File: src/rtl/gchg_pkg.sv
// gchg_pkg: shared widths, reset values, command codes and the
// controller/datapath interface types of the greedy change dispenser
// no dependencies
`default_nettype none

package gchg_pkg;

  localparam int unsigned NUM_SLOTS    = 5;
  localparam int unsigned SLOT_WIDTH   = 3;
  localparam int unsigned VALUE_WIDTH  = 16;
  localparam int unsigned AMOUNT_WIDTH = 16;
  localparam int unsigned STOCK_WIDTH  = 8;
  localparam int unsigned CNT_WIDTH    = $clog2(AMOUNT_WIDTH);

  localparam logic [SLOT_WIDTH-1:0] LAST_SLOT      = SLOT_WIDTH'(NUM_SLOTS - 1);
  localparam logic [CNT_WIDTH-1:0]  LAST_DIV_STEP  = CNT_WIDTH'(AMOUNT_WIDTH - 1);

  // command field codes
  localparam logic CMD_LOAD   = 1'b0;
  localparam logic CMD_CHANGE = 1'b1;

  typedef logic [VALUE_WIDTH-1:0] value_t;

  localparam value_t SLOT_VALUE_RESET [NUM_SLOTS] = '{
    value_t'(100), value_t'(25), value_t'(10), value_t'(5), value_t'(1)
  };

  typedef enum logic [2:0] {
    ST_IDLE,
    ST_LOAD_ACK,
    ST_DIV_INIT,
    ST_DIV_STEP,
    ST_CLAMP,
    ST_MUL,
    ST_EMIT
  } gchg_state_t;

  // controller to datapath
  typedef struct packed {
    logic load;       // load word accepted: write stock, latch slot
    logic start;      // change word accepted: latch amount, slot 0
    logic div_init;   // set up quotient for current slot
    logic div_step;   // one quotient bit
    logic clamp;      // pick coin count, update stock
    logic mul;        // register count times value
    logic emit_slot;  // update totals, write one slot result
    logic emit_load;  // write load acknowledge
  } dp_cmd_t;

  // datapath to controller
  typedef struct packed {
    logic div_last;   // final quotient bit this cycle
    logic slot_last;  // working on the last slot
    logic out_free;   // output register can take a word
  } dp_status_t;

endpackage

`default_nettype wire

File: src/rtl/greedy_change_dispenser.sv
// greedy_change_dispenser: top level, joins the controller and datapath
// depends on gchg_pkg, gchg_ctrl, gchg_dp
//
// usage
//   input channel (in_valid / in_stall): one word per command. command
//   load sets the stock count of slot_index to stock_value and answers with
//   one acknowledge word; command change pays out amount_requested slot by
//   slot, slot 0 first through slot 4, and answers with five
//   words, one per slot, the fifth marked by last_result.
//   output channel (out_valid / out_stall): one registered word at a time;
//   while out_stall is high the word holds and the sequencer waits before
//   writing the next word, so no word is lost.
//   config channel (cfg_valid / cfg_ready): slot coin values, index 0..4,
//   ready is always high; write only while the block is idle.
//   sequence: a load acknowledge is written as soon as the output register
//   is free. a change runs these steps per slot: 1 setup, 16 quotient steps
//   in the shared bit-serial divider, 1 clamp, 1 multiply, 1 output write;
//   a new word is taken once the last result has been written into the
//   output register.
//   reset: slot values return to 100, 25, 10, 5, 1 cents, all stock counts
//   clear to zero, output register empties.
`default_nettype none

module greedy_change_dispenser (
  input  wire                                  clk,
  input  wire                                  rst,
  input  wire                                  in_valid,
  output logic                                 in_stall,
  input  wire                                  command,
  input  wire  [gchg_pkg::SLOT_WIDTH-1:0]      slot_index,
  input  wire  [gchg_pkg::STOCK_WIDTH-1:0]     stock_value,
  input  wire  [gchg_pkg::AMOUNT_WIDTH-1:0]    amount_requested,
  output logic                                 out_valid,
  input  wire                                  out_stall,
  output logic [gchg_pkg::SLOT_WIDTH-1:0]      slot_out,
  output logic [gchg_pkg::STOCK_WIDTH-1:0]     coins_used,
  output logic [gchg_pkg::AMOUNT_WIDTH-1:0]    amount_given,
  output logic                                 incomplete,
  output logic                                 last_result,
  input  wire                                  cfg_valid,
  output logic                                 cfg_ready,
  input  wire  [gchg_pkg::SLOT_WIDTH-1:0]      cfg_index,
  input  wire  [gchg_pkg::VALUE_WIDTH-1:0]     cfg_data
);
  import gchg_pkg::*;

  dp_cmd_t    cmd;
  dp_status_t status;

  // config registers are plain flops, always writable
  assign cfg_ready = 1'b1;

  // sequencer: accepts a word only when idle, steps the datapath
  gchg_ctrl u_ctrl (
    .clk      (clk),
    .rst      (rst),
    .in_valid (in_valid),
    .command  (command),
    .in_stall (in_stall),
    .status   (status),
    .cmd      (cmd)
  );

  // slot values, stock counts, divider, multiplier, output register
  gchg_dp u_dp (
    .clk              (clk),
    .rst              (rst),
    .cmd              (cmd),
    .status           (status),
    .cfg_we           (cfg_valid && cfg_ready),
    .cfg_index        (cfg_index),
    .cfg_data         (cfg_data),
    .slot_index       (slot_index),
    .stock_value      (stock_value),
    .amount_requested (amount_requested),
    .out_stall        (out_stall),
    .out_valid        (out_valid),
    .slot_out         (slot_out),
    .coins_used       (coins_used),
    .amount_given     (amount_given),
    .incomplete       (incomplete),
    .last_result      (last_result)
  );

endmodule

`default_nettype wire

File: src/rtl/gchg_ctrl.sv
// gchg_ctrl: sequencing state machine of the greedy change dispenser
// depends on gchg_pkg
`default_nettype none

module gchg_ctrl (
  input  wire                  clk,
  input  wire                  rst,
  input  wire                  in_valid,
  input  wire                  command,
  output logic                 in_stall,
  input  gchg_pkg::dp_status_t status,
  output gchg_pkg::dp_cmd_t    cmd
);
  import gchg_pkg::*;

  gchg_state_t state;
  gchg_state_t state_next;
  logic        accept;

  assign accept = in_valid && (state == ST_IDLE);

  always_ff @(posedge clk) begin
    if (rst) begin
      state <= ST_IDLE;
    end else begin
      state <= state_next;
    end
  end

  always_comb begin
    state_next = state;
    unique case (state)
      ST_IDLE: begin
        if (accept) begin
          state_next = (command == CMD_CHANGE) ? ST_DIV_INIT : ST_LOAD_ACK;
        end
      end
      ST_LOAD_ACK: begin
        if (status.out_free) begin
          state_next = ST_IDLE;
        end
      end
      ST_DIV_INIT: state_next = ST_DIV_STEP;
      ST_DIV_STEP: begin
        if (status.div_last) begin
          state_next = ST_CLAMP;
        end
      end
      ST_CLAMP: state_next = ST_MUL;
      ST_MUL:   state_next = ST_EMIT;
      ST_EMIT: begin
        if (status.out_free) begin
          state_next = status.slot_last ? ST_IDLE : ST_DIV_INIT;
        end
      end
      default: state_next = ST_IDLE;
    endcase
  end

  always_comb begin
    in_stall = 1'b1;
    cmd      = '0;
    unique case (state)
      ST_IDLE: begin
        in_stall  = 1'b0;
        cmd.load  = accept && (command == CMD_LOAD);
        cmd.start = accept && (command == CMD_CHANGE);
      end
      ST_LOAD_ACK: cmd.emit_load = status.out_free;
      ST_DIV_INIT: cmd.div_init  = 1'b1;
      ST_DIV_STEP: cmd.div_step  = 1'b1;
      ST_CLAMP:    cmd.clamp     = 1'b1;
      ST_MUL:      cmd.mul       = 1'b1;
      ST_EMIT:     cmd.emit_slot = status.out_free;
      default:     cmd           = '0;
    endcase
  end

endmodule

`default_nettype wire

File: src/rtl/gchg_dp.sv
// gchg_dp: datapath of the greedy change dispenser: slot values, stock
// counts, bit-serial quotient, coin count and product, output register
// depends on gchg_pkg
`default_nettype none

module gchg_dp (
  input  wire                                  clk,
  input  wire                                  rst,
  input  gchg_pkg::dp_cmd_t                    cmd,
  output gchg_pkg::dp_status_t                 status,
  input  wire                                  cfg_we,
  input  wire  [gchg_pkg::SLOT_WIDTH-1:0]      cfg_index,
  input  wire  [gchg_pkg::VALUE_WIDTH-1:0]     cfg_data,
  input  wire  [gchg_pkg::SLOT_WIDTH-1:0]      slot_index,
  input  wire  [gchg_pkg::STOCK_WIDTH-1:0]     stock_value,
  input  wire  [gchg_pkg::AMOUNT_WIDTH-1:0]    amount_requested,
  input  wire                                  out_stall,
  output logic                                 out_valid,
  output logic [gchg_pkg::SLOT_WIDTH-1:0]      slot_out,
  output logic [gchg_pkg::STOCK_WIDTH-1:0]     coins_used,
  output logic [gchg_pkg::AMOUNT_WIDTH-1:0]    amount_given,
  output logic                                 incomplete,
  output logic                                 last_result
);
  import gchg_pkg::*;

  value_t                         slot_value [NUM_SLOTS];
  logic [STOCK_WIDTH-1:0]         coin_stock [NUM_SLOTS];

  logic [SLOT_WIDTH-1:0]          slot;
  logic [SLOT_WIDTH-1:0]          load_slot;
  logic [AMOUNT_WIDTH-1:0]        remaining;
  logic [AMOUNT_WIDTH-1:0]        given;
  logic [AMOUNT_WIDTH-1:0]        quot;
  logic [VALUE_WIDTH-1:0]         part_rem;
  logic [CNT_WIDTH-1:0]           div_cnt;
  logic [STOCK_WIDTH-1:0]         coins;
  logic [AMOUNT_WIDTH-1:0]        prod;

  value_t                         cur_value;
  logic [STOCK_WIDTH-1:0]         cur_stock;
  logic [VALUE_WIDTH:0]           shifted;
  logic [VALUE_WIDTH:0]           trial;
  logic [STOCK_WIDTH-1:0]         coins_next;
  logic [STOCK_WIDTH+VALUE_WIDTH-1:0] prod_full;
  logic [AMOUNT_WIDTH-1:0]        remaining_next;
  logic [AMOUNT_WIDTH-1:0]        given_next;

  assign cur_value = slot_value[slot];
  assign cur_stock = coin_stock[slot];

  // restoring division, one quotient bit per cycle
  assign shifted = {part_rem, quot[AMOUNT_WIDTH-1]};
  assign trial   = shifted - {1'b0, cur_value};

  // zero-valued slot empties itself while anything is still owed
  always_comb begin
    if (cur_value == '0) begin
      coins_next = (remaining != '0) ? cur_stock : '0;
    end else if (quot < AMOUNT_WIDTH'(cur_stock)) begin
      coins_next = quot[STOCK_WIDTH-1:0];
    end else begin
      coins_next = cur_stock;
    end
  end

  assign prod_full      = coins * cur_value;
  assign remaining_next = remaining - prod;
  assign given_next     = given + prod;

  assign status.div_last  = (div_cnt == LAST_DIV_STEP);
  assign status.slot_last = (slot == LAST_SLOT);
  assign status.out_free  = !out_valid || !out_stall;

  always_ff @(posedge clk) begin
    if (rst) begin
      for (int i = 0; i < NUM_SLOTS; i++) begin
        slot_value[i] <= SLOT_VALUE_RESET[i];
        coin_stock[i] <= '0;
      end
    end else begin
      if (cfg_we && (cfg_index <= LAST_SLOT)) begin
        slot_value[cfg_index] <= cfg_data;
      end
      if (cmd.load && (slot_index <= LAST_SLOT)) begin
        coin_stock[slot_index] <= stock_value;
      end
      if (cmd.clamp) begin
        coin_stock[slot] <= cur_stock - coins_next;
      end
    end
  end

  always_ff @(posedge clk) begin
    if (cmd.load) begin
      load_slot <= slot_index;
    end
    if (cmd.start) begin
      remaining <= amount_requested;
      given     <= '0;
      slot      <= '0;
    end
    if (cmd.div_init) begin
      quot     <= remaining;
      part_rem <= '0;
      div_cnt  <= '0;
    end
    if (cmd.div_step) begin
      if (!trial[VALUE_WIDTH]) begin
        part_rem <= trial[VALUE_WIDTH-1:0];
        quot     <= {quot[AMOUNT_WIDTH-2:0], 1'b1};
      end else begin
        part_rem <= shifted[VALUE_WIDTH-1:0];
        quot     <= {quot[AMOUNT_WIDTH-2:0], 1'b0};
      end
      div_cnt <= div_cnt + 1'b1;
    end
    if (cmd.clamp) begin
      coins <= coins_next;
    end
    if (cmd.mul) begin
      prod <= AMOUNT_WIDTH'(prod_full);
    end
    if (cmd.emit_slot) begin
      remaining <= remaining_next;
      given     <= given_next;
      slot      <= slot + 1'b1;
    end
  end

  // output register
  always_ff @(posedge clk) begin
    if (rst) begin
      out_valid <= 1'b0;
    end else if (cmd.emit_slot || cmd.emit_load) begin
      out_valid <= 1'b1;
    end else if (!out_stall) begin
      out_valid <= 1'b0;
    end
  end

  always_ff @(posedge clk) begin
    if (cmd.emit_slot) begin
      slot_out     <= slot;
      coins_used   <= coins;
      amount_given <= given_next;
      incomplete   <= status.slot_last && (remaining_next != '0);
      last_result  <= status.slot_last;
    end else if (cmd.emit_load) begin
      slot_out     <= load_slot;
      coins_used   <= '0;
      amount_given <= '0;
      incomplete   <= (load_slot > LAST_SLOT);
      last_result  <= 1'b1;
    end
  end

endmodule

`default_nettype wire

File: config.mk
export PLATFORM = sky130hd
export DESIGN_NAME = greedy_change_dispenser
export DESIGN_NICKNAME = d
export VERILOG_FILES = /design/src/rtl/gchg_pkg.sv /design/src/rtl/greedy_change_dispenser.sv /design/src/rtl/gchg_ctrl.sv /design/src/rtl/gchg_dp.sv
export SDC_FILE = /design/constraint.sdc
export NUM_CORES = 1
export LEC_CHECK = 0
export ABC_AREA = 1
export BUFFER_PORTS_ARGS = -buffer_cell sky130_fd_sc_hd__clkbuf_2
export CAP_MARGIN = 25
export CORE_MARGIN = 10
export CORE_UTILIZATION = 63
export CTS_CLUSTER_DIAMETER = 60
export DETAILED_ROUTE_END_ITERATION = 8
export PLACE_DENSITY_LB_ADDON = 0.2
export SLEW_MARGIN = 20
export SYNTH_ARGS = -nofsm -noshare
export SYNTH_HDL_FRONTEND = slang
export SYNTH_SLANG_ARGS = --single-unit
File: constraint.sdc
create_clock -name clk -period 6.4 [get_ports clk]
set_input_delay 1.92 -clock clk [delete_from_list [all_inputs] [get_ports clk]]
set_output_delay 1.92 -clock clk [all_outputs]
set_load 0.01 [all_outputs]
==> qor.yml <==
synthesis:
  syn_avg_cell_area_um2: 9.161
  synth_top_family_by_area: "simple AND/OR/NAND/NOR gates"
  async_reset_ff_share_pct: 0
  ys_seq_area_share_pct: 50.45
  synthCells: 2103
  synth.distinct_cells: 51
  ys_ff_latch: 326
  synthAdderAreaFrac_pct: 12.30
  synthTopCellsByArea: "edfxtp_1 (50%), nand2_1 (9.2%), fa_1 (6.7%), inv_1 (6.2%), nor2_1 (6.2%)"
  synth_compound_area_share_pct: 7.709
  synth_edf_count: 319
  synth_area_leader_cell: "edfxtp_1"
  synth-xor-area-share_pct: 2.500
  synth-simple-area-share_pct: 18.60
  synth_top_area_share_pct: 49.72
  ys_warn_count: 0
  synth_ff_type: "edfxtp_1"
  netlist_area_um2: 19260
  synth.mux.area_fraction_pct: 0
timing:
  final.setup_skew_ps: 17.58
  timing.final.hold_violations: 0
  relSlewSlack_pct: 29.13
  setup_tns_ps: 0
  drv_slew: 0
  whs_ps: 568.7
  tightest_slew_ps: 1053
  finalCritPeriodShare_pct: 91.30
  finalSetupViolations: 0
  fmax_mhz: 171.1
  period_needed_ps: 5843
  rsz0062_at_grt: "no"
route:
  viasPerCell: 5.578
  drt_first_pass_iters: 6
  routed_wl_um: 45750
  drt-initial-drc-count: 1333
  drc: 0
  ant_nets: 0
  drt-wirelength-per-cell_um: 17.32
  route.vias.total: 14738
cts:
  cts_sinks: 326
  clockBufferDepth: 3
  ctsHtreeMaxLevel: 2
  cts-buffers-inserted: 36
  cts_root_buffer: "clkbuf_16"
  cts.reportedPaths.clkPinSlew_ps: 60
  cts_tree: "done"
  hold_buffers: 0
  clk_latency_ps: 520
flow_run:
  maxCapViolations: 0
hold_path:
  hp-class: "reg -> reg"
critical_path:
  cp_slowest_stage_delay_ps: 490
  cp_top_family: "adder cells"
  crit_fanout: 59
  worstPathArrival_ps: 6110
  crit_type: "reg -> reg"
  cpMostUsedCell: "nand2_1"
  end_kind: "register"
  critPathSlowestCell: "fa_1"
  worst_setup_path_start_kind: "register"
  critPathBufInv: 6
  cp.required_ps: 6660
  worst-r2r-setup-slack_ps: 560
global_routing:
  antenna_found_initial: 0
  overflow: 0
  grt_max_degree: 64
  grt_usage_pct: 23.57
  grt_first_pass_wirelength_um: 73690
  grt_pass1_vias: 14766
floorplan:
  die_w_um: 194.9
  ioPinCount: 84
  start_util_pct: 64.48
  fp-row-count: 63
  fp.dieH_um: 194.9
  coreArea_um2: 29870
  die_area_um2: 37970
run_status:
  outcome: "finished clean"
placement:
  hpwlAfterDp_um: 32230
  io_buffers: 82
  globalplace.congestion: 0.9402
finish:
  drive_gt1_share_pct: 8.037
  syn_to_final_growth_pct: 10.77
  fillCellCount: 2257
  nets: 2432
  multi_input_area_um2: 8120
  regArea_um2: 9724
  diodes: 0
==> placed cells by master, fill, tap and decap left out, types with 5 or more instances in the layout <==
| cell type | instances |
|---|---|
| nand4_1 | 8 |
| nor2_1 | 316 |
| xor2_1 | 34 |
| ha_1 | 87 |
| clkbuf_1 | 8 |
| o21ai_1 | 17 |
| o22ai_1 | 23 |
| edfxtp_1 | 319 |
| conb_1 | 49 |
| xnor2_1 | 21 |
| clkbuf_2 | 82 |
| inv_1 | 319 |
| fa_1 | 64 |
| nor3_1 | 10 |
| o21ai_0 | 113 |
| buf_4 | 20 |
| nand2_1 | 473 |
| dfxtp_1 | 5 |
| a21o_1 | 5 |
| clkbuf_16 | 38 |
| nor4_1 | 8 |
| nand3_1 | 66 |
| a21oi_1 | 80 |
| a211oi_1 | 10 |
| nor2_2 | 7 |
| clkinv_1 | 12 |
==> cells by family after synthesis <==
kind of cell,Yosys count
and+or+nand+nor,902
adders and majority gates,151
xor gates and xnor gates,55
other,2
DFF,326
buffers and inverters,396
AOI/OAI and AO/OA,271
==> stage by stage <==
step	worst slack [ps]	cells	utilization, %	cell area, µm²
detailed placement	598.1	2580	67.47	20160
CTS	516.7	2641	71.37	21320
global placement	780.1	2580	67.47	20160
global route	21.18	2642	71.43	21340
finish	556.5	2642	71.43	21340
floorplan	1110	2150	-	19440
==> final timing paths <==
| check | cells past startpoint | start | endpoint |
|---|---|---|---|
| worst max-delay path | 32 | register | u_dp.prod[15] |
| worst min-delay path | 2 | u_dp.load_slot[1] | u_dp.slot_out[1] |
| worst max register to register | 32 | register | u_dp.prod[15] |
| worst min register to register | 2 | u_dp.load_slot[1] | u_dp.slot_out[1] |
==> tightest hold or removal path: stages (launching register included) <==
cell and delay [ps]:
edfxtp_1 340, nand2_1 50, o21ai_0 60
==> state kept, by name, summed over array words and instances, names as in the netlist, 4 cells and up, named ones only <==
register	cells
u_dp.amount_given	16
u_dp.coin_stock	64
u_dp.coins	8
u_dp.coins_used	8
u_dp.div_cnt	4
u_dp.given	16
u_dp.part_rem	16
u_dp.prod	16
u_dp.quot	16
u_dp.remaining	16
u_dp.slot_value	128
==> cell usage after synthesis, drive strengths merged (2+ instances only) <==
library cell / count
nand2: 478
inv: 324
nor2: 323
edfxtp: 319
o21ai: 131
ha: 87
a21oi: 80
nand3: 67
fa: 64
buf: 35
xor2: 34
clkbuf: 28
o22ai: 23
xnor2: 21
a211oi: 10
nor3: 10
clkinv: 9
nand4: 8
nor4: 8
dfxtp: 7
a21o: 5
a31oi: 4
o31ai: 4
or2: 4
a21boi: 3
conb: 2
o2111ai: 2
o21a: 2
==> metal layers <==
metal,vias to the layer above,share of wire (%),GRT usage [%]
met4,0,2.9,8.171
met5,-,0,0
met3,107,8.1,3.597
li1,7020,-,-
met1,6959,39,29.58
met2,652,50,40.68
==> final cells by class <==
class,instances,area share (%)
Inverter,333,5.881
Sequential cell,326,45.57
Tap cell,390,2.287
Timing Repair Buffer,104,2.750
Clock inverter,13,0.7387
Multi-Input combinational cell,1428,38.05
Clock buffer,48,4.726
==> timing repair <==
item	in CTS	in global routing
resized for setup	0	1
setup buffers	0	0
setup endpoints to repair	0	1
Power is left out: the tool's default activity adds up to more than one toggle a clock period on the data nets, which glitch-free logic cannot reach.
